**config.mk**
```make
export PLATFORM = sky130hd
export DESIGN_NAME = mesh_frame_deframer_crc32
export DESIGN_NICKNAME = d
export VERILOG_FILES = /design/src/sv/mfd_pkg.sv /design/src/sv/mesh_frame_deframer_crc32.sv /design/src/sv/mfd_out_stage.sv
export SDC_FILE = /design/constraint.sdc
export NUM_CORES = 1
export LEC_CHECK = 0
export BUFFER_PORTS_ARGS = -buffer_cell sky130_fd_sc_hd__buf_2
export CAP_MARGIN = 20
export CORE_MARGIN = 1
export CORE_UTILIZATION = 40
export DETAILED_ROUTE_END_ITERATION = 7
export GPL_TIMING_DRIVEN = 0
export MAX_ROUTING_LAYER = met4
export SLEW_MARGIN = 10
export SYNTH_ARGS = -nofsm -noshare
export SYNTH_HDL_FRONTEND = slang
export SYNTH_SLANG_ARGS = --single-unit
```
**constraint.sdc**
```tcl
create_clock -name clk_i -period 15 [get_ports clk_i]
set_input_delay 0 -clock clk_i [delete_from_list [all_inputs] [get_ports clk_i]]
set_output_delay 0 -clock clk_i [all_outputs]
set_load 0.01 [all_outputs]
```
**src/sv/mfd_pkg.sv**
```systemverilog
// ----------------------------------------------------------------------------
// mfd_pkg
// Types, constants and the CRC-32 byte update shared by the frame deframer.
// ----------------------------------------------------------------------------
`timescale 1ns / 1ps
`default_nettype none

package mfd_pkg;

  localparam int unsigned HeaderBytes  = 30;
  localparam int unsigned PayloadStart = 26;
  localparam int unsigned PosSat       = 256;
  localparam int unsigned IdCount      = 6;

  localparam logic [31:0] CrcPoly = 32'hEDB8_8320;
  localparam logic [31:0] CrcInit = 32'hFFFF_FFFF;

  typedef enum logic [1:0] {
    STATUS_OK        = 2'd0,
    STATUS_SHORT     = 2'd1,
    STATUS_LEN_ERR   = 2'd2,
    STATUS_CRC_ERR   = 2'd3
  } status_e;

  typedef enum logic {
    KIND_PAYLOAD = 1'b0,
    KIND_SUMMARY = 1'b1
  } kind_e;

  typedef struct packed {
    kind_e       kind;
    logic [7:0]  payload_byte;
    status_e     status;
    logic [31:0] message_id;
    logic [7:0]  message_type;
    logic [31:0] hops;
    logic [31:0] sender;
    logic [31:0] receiver;
    logic [31:0] origin;
    logic [31:0] via;
  } result_t;

  function automatic logic [31:0] crc_byte(input logic [31:0] crc, input logic [7:0] b);
    logic [31:0] c;
    c = crc ^ {24'd0, b};
    for (int k = 0; k < 8; k++) begin
      if (c[0]) begin
        c = (c >> 1) ^ CrcPoly;
      end else begin
        c = c >> 1;
      end
    end
    return c;
  endfunction

endpackage

`default_nettype wire

```
**src/sv/mesh_frame_deframer_crc32.sv**
```systemverilog
// ----------------------------------------------------------------------------
// mesh_frame_deframer_crc32
// Length-prefixed frame parser with CRC-32 check, one byte per word.
// ----------------------------------------------------------------------------
// Input channel: one frame byte per word (rx_byte_i), frame_end_i set on the
// last byte. Output channel: one word per payload byte (result_kind_o = 0)
// and one summary word at the end of each frame (result_kind_o = 1) with
// the header fields and frame_status_o (ok, too short, length mismatch,
// CRC mismatch). Header and checksum bytes give no output word.
// Throughput: one byte per cycle while in_ready_o is high; the CRC update,
// field capture and status check for a byte all settle in the cycle it is
// accepted. A result appears on the output register in the cycle after its
// byte is accepted.
// Stall: in_ready_o stays high while the output register is empty or being
// drained; while the receiver holds out_ready_i low with a word pending,
// in_ready_o drops and input is held off.
// Reset: clears the frame state (position, length, CRC to all ones, fields)
// and empties the output register; the first byte after reset starts a frame.
// ----------------------------------------------------------------------------
`timescale 1ns / 1ps
`default_nettype none

module mesh_frame_deframer_crc32
  import mfd_pkg::*;
(
  input  wire logic        clk_i,
  input  wire logic        rst_ni,
  input  wire logic        in_valid_i,
  output logic             in_ready_o,
  input  wire logic [7:0]  rx_byte_i,
  input  wire logic        frame_end_i,
  output logic             out_valid_o,
  input  wire logic        out_ready_i,
  output logic             result_kind_o,
  output logic [7:0]       payload_byte_o,
  output logic [1:0]       frame_status_o,
  output logic [31:0]      message_id_o,
  output logic [7:0]       message_type_o,
  output logic [31:0]      hops_o,
  output logic [31:0]      sender_o,
  output logic [31:0]      receiver_o,
  output logic [31:0]      origin_o,
  output logic [31:0]      via_o
);

  logic [8:0]  pos_q, pos_d;
  logic [7:0]  len_q, len_d;
  logic [31:0] crc_q, crc_d;
  logic [31:0] chk_q, chk_d;
  logic [31:0] id_q [IdCount];
  logic [31:0] id_d [IdCount];
  logic [7:0]  type_q, type_d;

  logic        accept;
  logic        payload;
  logic [9:0]  pos_ext;
  logic [9:0]  len_ext;
  logic [4:0]  hdr_off;
  logic [2:0]  id_sel;
  logic [1:0]  id_lane;
  logic [1:0]  chk_lane;
  status_e     status;
  result_t     res;
  logic        free;
  result_t     out_data;

  assign accept = in_valid_i && in_ready_o;
  assign in_ready_o = free;

  always_comb begin
    len_d    = (pos_q == 9'd0) ? rx_byte_i : len_q;
    pos_ext  = {1'b0, pos_q};
    len_ext  = {2'b00, len_d};
    crc_d    = crc_q;
    chk_d    = chk_q;
    type_d   = type_q;
    id_d     = id_q;
    payload  = 1'b0;
    hdr_off  = 5'(pos_q - 9'd6);
    id_sel   = 3'(3'd1 + hdr_off[4:2]);
    id_lane  = 2'(pos_q[1:0] - 2'd1);
    chk_lane = 2'(pos_q[1:0] - len_d[1:0]);

    if (pos_q == 9'd0 || (pos_ext + 10'd4) < len_ext) begin
      crc_d = crc_byte(crc_q, rx_byte_i);
    end

    if (pos_q >= 9'd1 && pos_q <= 9'd4) begin
      id_d[0][{id_lane, 3'b000} +: 8] = rx_byte_i;
    end else if (pos_q == 9'd5) begin
      type_d = rx_byte_i;
    end else if (pos_q >= 9'd6 && pos_q < 9'(PayloadStart)) begin
      id_d[id_sel][{hdr_off[1:0], 3'b000} +: 8] = rx_byte_i;
    end else if (pos_q >= 9'(PayloadStart) && len_d >= 8'(HeaderBytes)) begin
      if ((pos_ext + 10'd4) < len_ext) begin
        payload = 1'b1;
      end else if (pos_ext < len_ext) begin
        chk_d[{chk_lane, 3'b000} +: 8] = chk_q[{chk_lane, 3'b000} +: 8] | rx_byte_i;
      end
    end

    pos_d = (pos_q < 9'(PosSat)) ? 9'(pos_q + 9'd1) : pos_q;
  end

  always_comb begin
    priority if (pos_d < 9'(HeaderBytes)) begin
      status = STATUS_SHORT;
    end else if ({1'b0, len_d} != pos_d) begin
      status = STATUS_LEN_ERR;
    end else if ((crc_d ^ CrcInit) != chk_d) begin
      status = STATUS_CRC_ERR;
    end else begin
      status = STATUS_OK;
    end
  end

  always_comb begin
    res = '0;
    if (frame_end_i) begin
      res.kind         = KIND_SUMMARY;
      res.status       = status;
      res.message_id   = id_d[0];
      res.message_type = type_d;
      res.hops         = id_d[1];
      res.sender       = id_d[2];
      res.receiver     = id_d[3];
      res.origin       = id_d[4];
      res.via          = id_d[5];
    end else begin
      res.kind         = KIND_PAYLOAD;
      res.status       = STATUS_OK;
      res.payload_byte = rx_byte_i;
    end
  end

  always_ff @(posedge clk_i or negedge rst_ni) begin
    if (!rst_ni) begin
      pos_q  <= '0;
      len_q  <= '0;
      crc_q  <= CrcInit;
      chk_q  <= '0;
      type_q <= '0;
      for (int i = 0; i < IdCount; i++) begin
        id_q[i] <= '0;
      end
    end else if (accept) begin
      if (frame_end_i) begin
        pos_q  <= '0;
        len_q  <= '0;
        crc_q  <= CrcInit;
        chk_q  <= '0;
        type_q <= '0;
        for (int i = 0; i < IdCount; i++) begin
          id_q[i] <= '0;
        end
      end else begin
        pos_q  <= pos_d;
        len_q  <= len_d;
        crc_q  <= crc_d;
        chk_q  <= chk_d;
        type_q <= type_d;
        id_q   <= id_d;
      end
    end
  end

  mfd_out_stage u_out_stage (
    .clk_i   (clk_i),
    .rst_ni  (rst_ni),
    .load_i  (accept && (frame_end_i || payload)),
    .data_i  (res),
    .free_o  (free),
    .valid_o (out_valid_o),
    .ready_i (out_ready_i),
    .data_o  (out_data)
  );

  assign result_kind_o  = out_data.kind;
  assign payload_byte_o = out_data.payload_byte;
  assign frame_status_o = out_data.status;
  assign message_id_o   = out_data.message_id;
  assign message_type_o = out_data.message_type;
  assign hops_o         = out_data.hops;
  assign sender_o       = out_data.sender;
  assign receiver_o     = out_data.receiver;
  assign origin_o       = out_data.origin;
  assign via_o          = out_data.via;

endmodule

`default_nettype wire

```
**src/sv/mfd_out_stage.sv**
```systemverilog
// ----------------------------------------------------------------------------
// mfd_out_stage
// Result register with valid/ready handshake; refills while the word drains.
// ----------------------------------------------------------------------------
`timescale 1ns / 1ps
`default_nettype none

module mfd_out_stage
  import mfd_pkg::*;
(
  input  wire logic    clk_i,
  input  wire logic    rst_ni,
  input  wire logic    load_i,
  input  wire result_t data_i,
  output logic         free_o,
  output logic         valid_o,
  input  wire logic    ready_i,
  output result_t      data_o
);

  logic    valid_q, valid_d;
  result_t data_q;

  assign free_o  = !valid_q || ready_i;
  assign valid_o = valid_q;
  assign data_o  = data_q;

  always_comb begin
    valid_d = valid_q;
    if (load_i) begin
      valid_d = 1'b1;
    end else if (ready_i) begin
      valid_d = 1'b0;
    end
  end

  always_ff @(posedge clk_i or negedge rst_ni) begin
    if (!rst_ni) begin
      valid_q <= 1'b0;
    end else begin
      valid_q <= valid_d;
    end
  end

  always_ff @(posedge clk_i) begin
    if (load_i) begin
      data_q <= data_i;
    end
  end

endmodule

`default_nettype wire

```
# Word level (Yosys, flattened, before mapping)
# Cells that the tools add are included.
word_totals:
  inputBits: 13
  elab_cells: 132
  output_inout_bits: 213
  ff_bits: 493
op_classes:
  order_cmp: 12
  n_bitwise: 13
  reduce_logical: 13
  eq_ne: 3
  n_addsub: 9
  n_mux: 52
  shift: 7
op_table:
  columns: ["op", "n"]
  rows:
  - ["$mux 32", 26]
  - ["$mux 192", 3]
  - ["$bwmux 192", 1]
  - ["$mux 160", 1]
  - ["$not 13->14", 8]
  - ["$demux 32 s3", 1]
  - ["$shift 8x7->32 const A", 3]
  - ["$shiftx 8x7->32", 3]
  - ["$bwmux 32", 2]
  - ["$mux 8", 5]
  - ["$ne 32x32->1", 1]
  - ["$not 32->32", 1]
  - ["$shiftx 32x6->8", 1]
  - ["$xor 32x8->32", 1]
  - ["$neg 5->7", 3]
  - ["$lt 9x5->1 const B", 2]
  - ["$mux 9", 2]
  - ["$add 9x3->10 const B", 1]
  - ["$lt 10x8->1", 1]
  - ["$add 9x1->9 const B", 1]
  - ["$eq 9x3->1 const B", 1]
  - ["$ge 9x1->1 const B", 1]
  - ["$ge 9x3->1 const B", 1]
  - ["$ge 9x5->1 const B", 1]
  - ["22 further kinds", 38]

# Logic depth before layout (Yosys ltp)
logic_depth:
  ltp_word: 31
  depth_mapped: 25
  depth_no_buf: 19

# By module
# From an unflattened synthesis, not the netlist that was laid out.
unflattened:
  hier_cells: 2638
  area_unflattened_um2: 25718.4
modules_own_cells:
  columns: ["mod", "area_per_inst_um2", "seq_area_each_um2", "cells_each", "instances"]
  rows:
  - ["mesh_frame_deframer_crc32", 19334.8, 7071.8, 2424, 1]
  - ["mfd_out_stage", 6383.6, 6361.1, 214, 1]

# Least setup slack after synthesis
# Ideal clock, no wire load.
synth_path:
  path_kind: "register to register"
  start: "reg pos_q[1]"
  end: "reg u_out_stage.data_q (netlist bit u_out_stage.data_o[0]), enable pin"
  stages_incl_launch_ff: 16
  setup_ns: 0.786
  path_buffers: 3
  t_arrival_ns: 12.007
  synth_period_minus_slack_ns: 12.793
  required_ns: 14.214
  path_slack_ns: 2.207
  cell_sequence: "dfrtp_1 > clkbuf_1 > inv_1 > ha_1 > clkbuf_1 > nand3b_1 > or2_1 > buf_6 > o21ai_0 > xnor2_1 > ha_1 > a2111oi_0 > a2111o_1 > and3_1 > a21oi_1 > nor2_1"
synth_between:
  elab_chain_cells: 10
  elab_cells_between_ends: 21
  classes_between: "add/sub (1); order compare (7); eq/ne (1); mux (6); reduce/logical (6)"
synth_rtl:
  columns: ["element", "line_no", "text"]
  rows:
  - ["start: declaration", "mesh_frame_deframer_crc32.sv:46", "logic [8:0] pos_q, pos_d;"]
  - ["start signal: assignment", "mesh_frame_deframer_crc32.sv:157", "pos_q <= pos_d;"]
  - ["parallel branches: the longest is 7 deep, another holds $add 9x3->10", null, null]
  - ["$mux 1 (*)", "mesh_frame_deframer_crc32.sv:88", "if (pos_q >= 9'd1 && pos_q <= 9'd4) begin"]
  - ["$logic_or 1x1->1 (*)", "mesh_frame_deframer_crc32.sv:170", ".load_i (accept && (frame_end_i || payload)),"]
  - ["$logic_and 1x1->1 (*)", "mesh_frame_deframer_crc32.sv:170", null]
  - ["net u_out_stage.load_i", "mfd_out_stage.sv:13", "input wire logic load_i,"]
  - ["end signal: assignment", "mfd_out_stage.sv:47", "data_q <= data_i;"]
  - ["end: declaration", "mfd_out_stage.sv:22", "result_t data_q;"]
# Mark *: on every way through the listed nets, which the timed path passes.
# A chain may end at the register's enable or synchronous reset.

# Worst setup path after layout
layout_path:
  start: "reg pos_q[1]"
  end: "reg u_out_stage.data_q (netlist bit u_out_stage.data_o[200]) (data pin)"
layout_between:
  elab_chain_cells: 17
  elab_cells_between_ends: 40
  classes_between: "add/sub (4); order compare (10); eq/ne (3); shift (3); mux (13); bitwise (2); reduce/logical (5)"
layout_rtl:
  columns: ["element", "line_no", "text"]
  rows:
  - ["$logic_not 9->1", "mesh_frame_deframer_crc32.sv:71, mesh_frame_deframer_crc32.sv:84", null]
  - ["$mux 8", "mesh_frame_deframer_crc32.sv:71", "len_d = (pos_q == 9'd0) ? rx_byte_i : len_q;"]
  - ["$sub 2x2->2", "mesh_frame_deframer_crc32.sv:82", "chk_lane = 2'(pos_q[1:0] - len_d[1:0]);"]
  - ["$shiftx 32x6->8", "mesh_frame_deframer_crc32.sv:98", "chk_d[{chk_lane, 3'b000} +: 8] = chk_q[{chk_lane, 3'b000} +: 8] | rx_byte_i;"]
  - ["$or 8x8->8", "mesh_frame_deframer_crc32.sv:98", null]
  - ["$shiftx 8x7->32", "mesh_frame_deframer_crc32.sv:98", null]
  - ["$bwmux 32", "mesh_frame_deframer_crc32.sv:98", null]
  - ["$mux 32", "mesh_frame_deframer_crc32.sv:97", "end else if (pos_ext < len_ext) begin"]
  - ["$mux 32", "mesh_frame_deframer_crc32.sv:95", "if ((pos_ext + 10'd4) < len_ext) begin"]
  - ["$mux 32", "mesh_frame_deframer_crc32.sv:94", "end else if (pos_q >= 9'(PayloadStart) && len_d >= 8'(HeaderBytes)) begin"]
  - ["$mux 32", "mesh_frame_deframer_crc32.sv:92", "end else if (pos_q >= 9'd6 && pos_q < 9'(PayloadStart)) begin"]
  - ["$mux 32", "mesh_frame_deframer_crc32.sv:90", "end else if (pos_q == 9'd5) begin"]
  - ["$mux 32", "mesh_frame_deframer_crc32.sv:88", null]
  - ["$ne 32x32->1", "mesh_frame_deframer_crc32.sv:110", "end else if ((crc_d ^ CrcInit) != chk_d) begin"]
  - ["$mux 2", "mesh_frame_deframer_crc32.sv:110", null]
  - ["$mux 2", "mesh_frame_deframer_crc32.sv:108", "end else if ({1'b0, len_d} != pos_d) begin"]
  - ["$mux 1 (*)", "mesh_frame_deframer_crc32.sv:106", "priority if (pos_d < 9'(HeaderBytes)) begin"]
# Mark *: on every way between the ends. The rest lies on a longest branch, timed or not.

==> key figures <==
Status
  – Status: completed

Clocking
  – Clk Latency, worst-skew pair: 620 ps
  – Post-CTS setup buffer count: 0
  – Sink Count: 493
  – H-tree Lvls: 2
  – CTS Buffer Depth: 3
  – Reg clk slew, reported paths: 60 ps
  – CTS tree: yes
  – TritonCTS buffer count: 54
  – Root Driver: clkbuf_16

Place
  – I/O Buffers: 219
  – Placer Congestion: 0.922
  – Post-DP Area: 26,100 um2
  – Total instance count after detailed placement: 3,167
  – Post-DP HPWL: 53.5 mm

Finish
  – # fillers: 5,414
  – Non-filler cells, final: 3,280
  – Area Growth Syn to Fin: 17.9%
  – Post-layout util: 47.6%
  – Layout cells sized above 1: 16.1%
  – Design Area, Final: 28,100 um2
  – Fin nets: 2,500

Global route
  – Largest net degree at the start of global routing: 97
  – Tot GR Track Use: 25.3%
  – Total grt overflow: 0
  – Vias in the first global route: 18,000
  – Initial antenna violation count: 3
  – First-pass GRT wire length: 112 mm

Timing
  – Final setup vio count: 0
  – Max Slew Vio Count: 0
  – Worst Tran Pin Value: 1150 ps
  – Minimum clock period: 7150 ps
  – Fin. Hold Viols: 0
  – Final period util: 47.7%
  – Clock skew: 26.5 ps
  – FMAX: 140 MHz
  – Slew HR: 23.3%
  – RSZ-0062 raised after global routing: false

Worst hold path
  – Worst Hold Endpoint: u_out_stage.data_o[210]
  – Hold Crit Depth: 2
  – Hold Crit Class: input pin to register
  – Hold_sp: frame_end_i

Logic synthesis
  – Syn Area/Cell: 11.0 um2
  – Mapped Area: 23,800 um2
  – Synth warn: 0
  – Mapped Nets: 2,206
  – EDFF count, synth: 211
  – Asr flop ratio synth: 57.2%
  – Sequential-to-total area share from yosys stat: 56.4%
  – Post-synthesis register bit count: 493
  – Cells after Synth: 2,164
  – Main synth FF type: dfrtp_1
  – Yosys cell types: 68

Floorplanning
  – Die Area: 60,500 um2
  – Starting Density: 40.4%
  – # rows: 89
  – Area of the core: 58,900 um2
  – Die width: 246 um
  – Die span in y: 246 um
  – # IOs: 226

Power and ir drop
  – Comb pwr share: 36.6%
  – Net Sw Power: 0.00176 W
  – Clock Power Share: 28.9%
  – Sequential share of power: 34.5%
  – Switching Fraction: 36.9%
  – Worst VDD drop: 0.000133 V
  – Total power: 0.00476 W
  – Pwr per Cell Area: 170 nW/um2
  – Leakage: 11.3 nW
  – Int Pwr: 0.00300 W

Critical path
  – CP required: 15,330 ps
  – Worst path cell trace: clkbuf_1 -> inv_1 -> ha_1 -> clkbuf_1 -> nand3b_1 -> or2_1 -> buf_6 -> o21ai_0 -> xnor2_1 -> ha_1 -> a2111oi_0 -> a2111o_1 -> and3_1 -> or2_1 -> buf_6 -> buf_2 -> mux2i_1 -> xnor2_1 -> nor4_1 -> nand4_1 -> o41ai_1 -> a21oi_1
  – Register-to-register setup slack: 7850 ps
  – Cell count of the worst reg-to-reg path: 22
  – Crit path largest cell delay: 600 ps
  – Crit. End Element: register
  – Crit path kind: register to register
  – CP Launch Point: pos_q[1]
  – FF-to-FF Start: pos_q[1]
  – Crit path max fanout: 10
  – Critical path arrival: 7480 ps
  – Top cell family by delay on the critical path: compound AO/OA/AOI/OAI gates
  – Worst r2r dst: u_out_stage.data_o[200]
  – CP bufs+invs: 6
  – Slowest CP cell: o21ai_0
  – Critical path launch point type: register

Detailed routing
  – Avg WL per Cell: 22.8 um
  – Pre-Repair DR Iteration Count: 5
  – Iter 0 DRT Violations: 1,877
  – DRC violations left: 0
  – Vias/cell: 5.66
  – Antenna-violating nets left: 0
  – Total number of vias: 18,600
  – Final wirelength: 74.8 mm

Job
  – Max Cap Violations: 0
metrics by stage:
step | TNS (ps) | hold slack [ps] | setup WS, ps
2_1_floorplan | 0 | -296 | 2210
3_3_place_gp | -466970 | 296 | -2240
3_5_place_dp | 0 | -34.7 | 8040
4_1_cts | 0 | 218 | 8010
5_1_grt | 0 | 226 | 7650
6_report | 0 | 245 | 7850
routing by layer:
layer	part of all wire [%]	vias to the layer above	global-route usage, %
li1	-	8421	-
met3	7.2	176	4.20
met2	47	773	39.3
met4	3.8	0	9.06
met5	0	-	-
met1	42	9198	33.4
flip-flops by register name, summed over array words and instances, names as in the netlist:
signal	flops
len_q	8
u_out_stage.data_o	211
u_out_stage.valid_o	1
type_q	8
chk_q	32
crc_q	32
id_q	192
pos_q	9
how the worst max path moves through the flow:
stage / end / slack, ps / cells past startpoint
final: u_out_stage.data_o[200] / 7850 / 22
after CTS: u_out_stage.data_o[200] / 8010 / 22
after global routing: u_out_stage.data_o[200] / 7650 / 22
after floorplan: u_out_stage.data_o[0] / 2210 / 15
after detailed placement: u_out_stage.data_o[200] / 8040 / 22
after global placement: u_out_stage.data_o[10] / -2240 / 15
cell usage after synthesis (all sizes together), types with 3 or more instances:
cell     number  area [um2]
nor2        334        1250
dfrtp       250        6260
edfxtp      211        6340
mux2i       164        1670
nand2       163         612
o21ai       151         756
a22o        134        1170
clkbuf      114         429
a21oi        98         490
xnor2        84         736
nor3         49         250
a22oi        45         338
xor2         41         359
dfstp        32         841
ha           29         363
and2         28         175
nand3        23         115
a221o        22         220
buf          21         120
or2          19         119
nand4        18         140
inv          17        63.8
and3         15        93.8
nand2b       11        68.8
nor2b        11        68.8
a21o         10        75.1
mux4          8         180
a2bb2oi       6        52.6
nor4          6        37.5
o22ai         6        37.5
a21boi        5        37.5
nand3b        4        30.0
o2bb2ai       4        35.0
or4           4        33.8
a31oi         3        18.8
a32oi         3        45.1
area by class of cell:
class / count / area, um2 / area share (%)
clock buffers: 69 / 1470 / 5.23
clock inverters: 33 / 365 / 1.30
plain buffers: 135 / 549 / 1.96
inverters: 18 / 67.6 / 0.241
diodes: 3 / 7.51 / 0.0267
multi-input cells: 1518 / 9780 / 34.8
well taps: 773 / 967 / 3.45
flip-flops and latches: 493 / 13400 / 47.9
repair buffers: 238 / 1430 / 5.10
power by group through the flow:
stage	sequential (W)	combinational (W)	clock, W
final	0.00164	0.00174	0.00138
after global routing	0.00165	0.00187	0.00146
after CTS	0.00164	0.00173	0.00140
after detailed placement	0.00167	0.00171	0
after global placement	0.00167	0.00169	0
after floorplan	0.00166	0.00122	0
timing repair:
| item | in CTS | in global routing |
|---|---|---|
| hold buffers | 7 | 0 |
| endpoints found under the hold margin | 101 | 0 |
| resized for setup | 0 | 0 |
placed cells by master (no fill, tap or decap), types with 45 or more instances in the layout:
cell	synthesis	layout
xnor2_1	84	84
buf_2	3	221
edfxtp_1	211	211
nor2_1	334	333
o21ai_0	135	135
a21oi_1	98	98
a22o_1	134	134
dfrtp_1	250	250
clkbuf_16	0	55
mux2i_1	159	159
a22oi_1	45	45
nand2_1	163	163
clkbuf_1	113	123
nor3_1	48	48
logic make-up (layout without fill, tap and decap cells):
group           Yosys count  in the layout  share of synthesized area [%]
xor+xnor                125            125                           4.60
other cells               0              3                              0
mux                     174            174                           7.86
flops                   493            493                           56.4
buf+inv                 153            493                           2.59
simple gates            689            689                           12.7
compound gates          501            501                           14.3
fa+ha+maj                29             29                           1.52
Note: power is estimated with default switching activity, not from simulation.
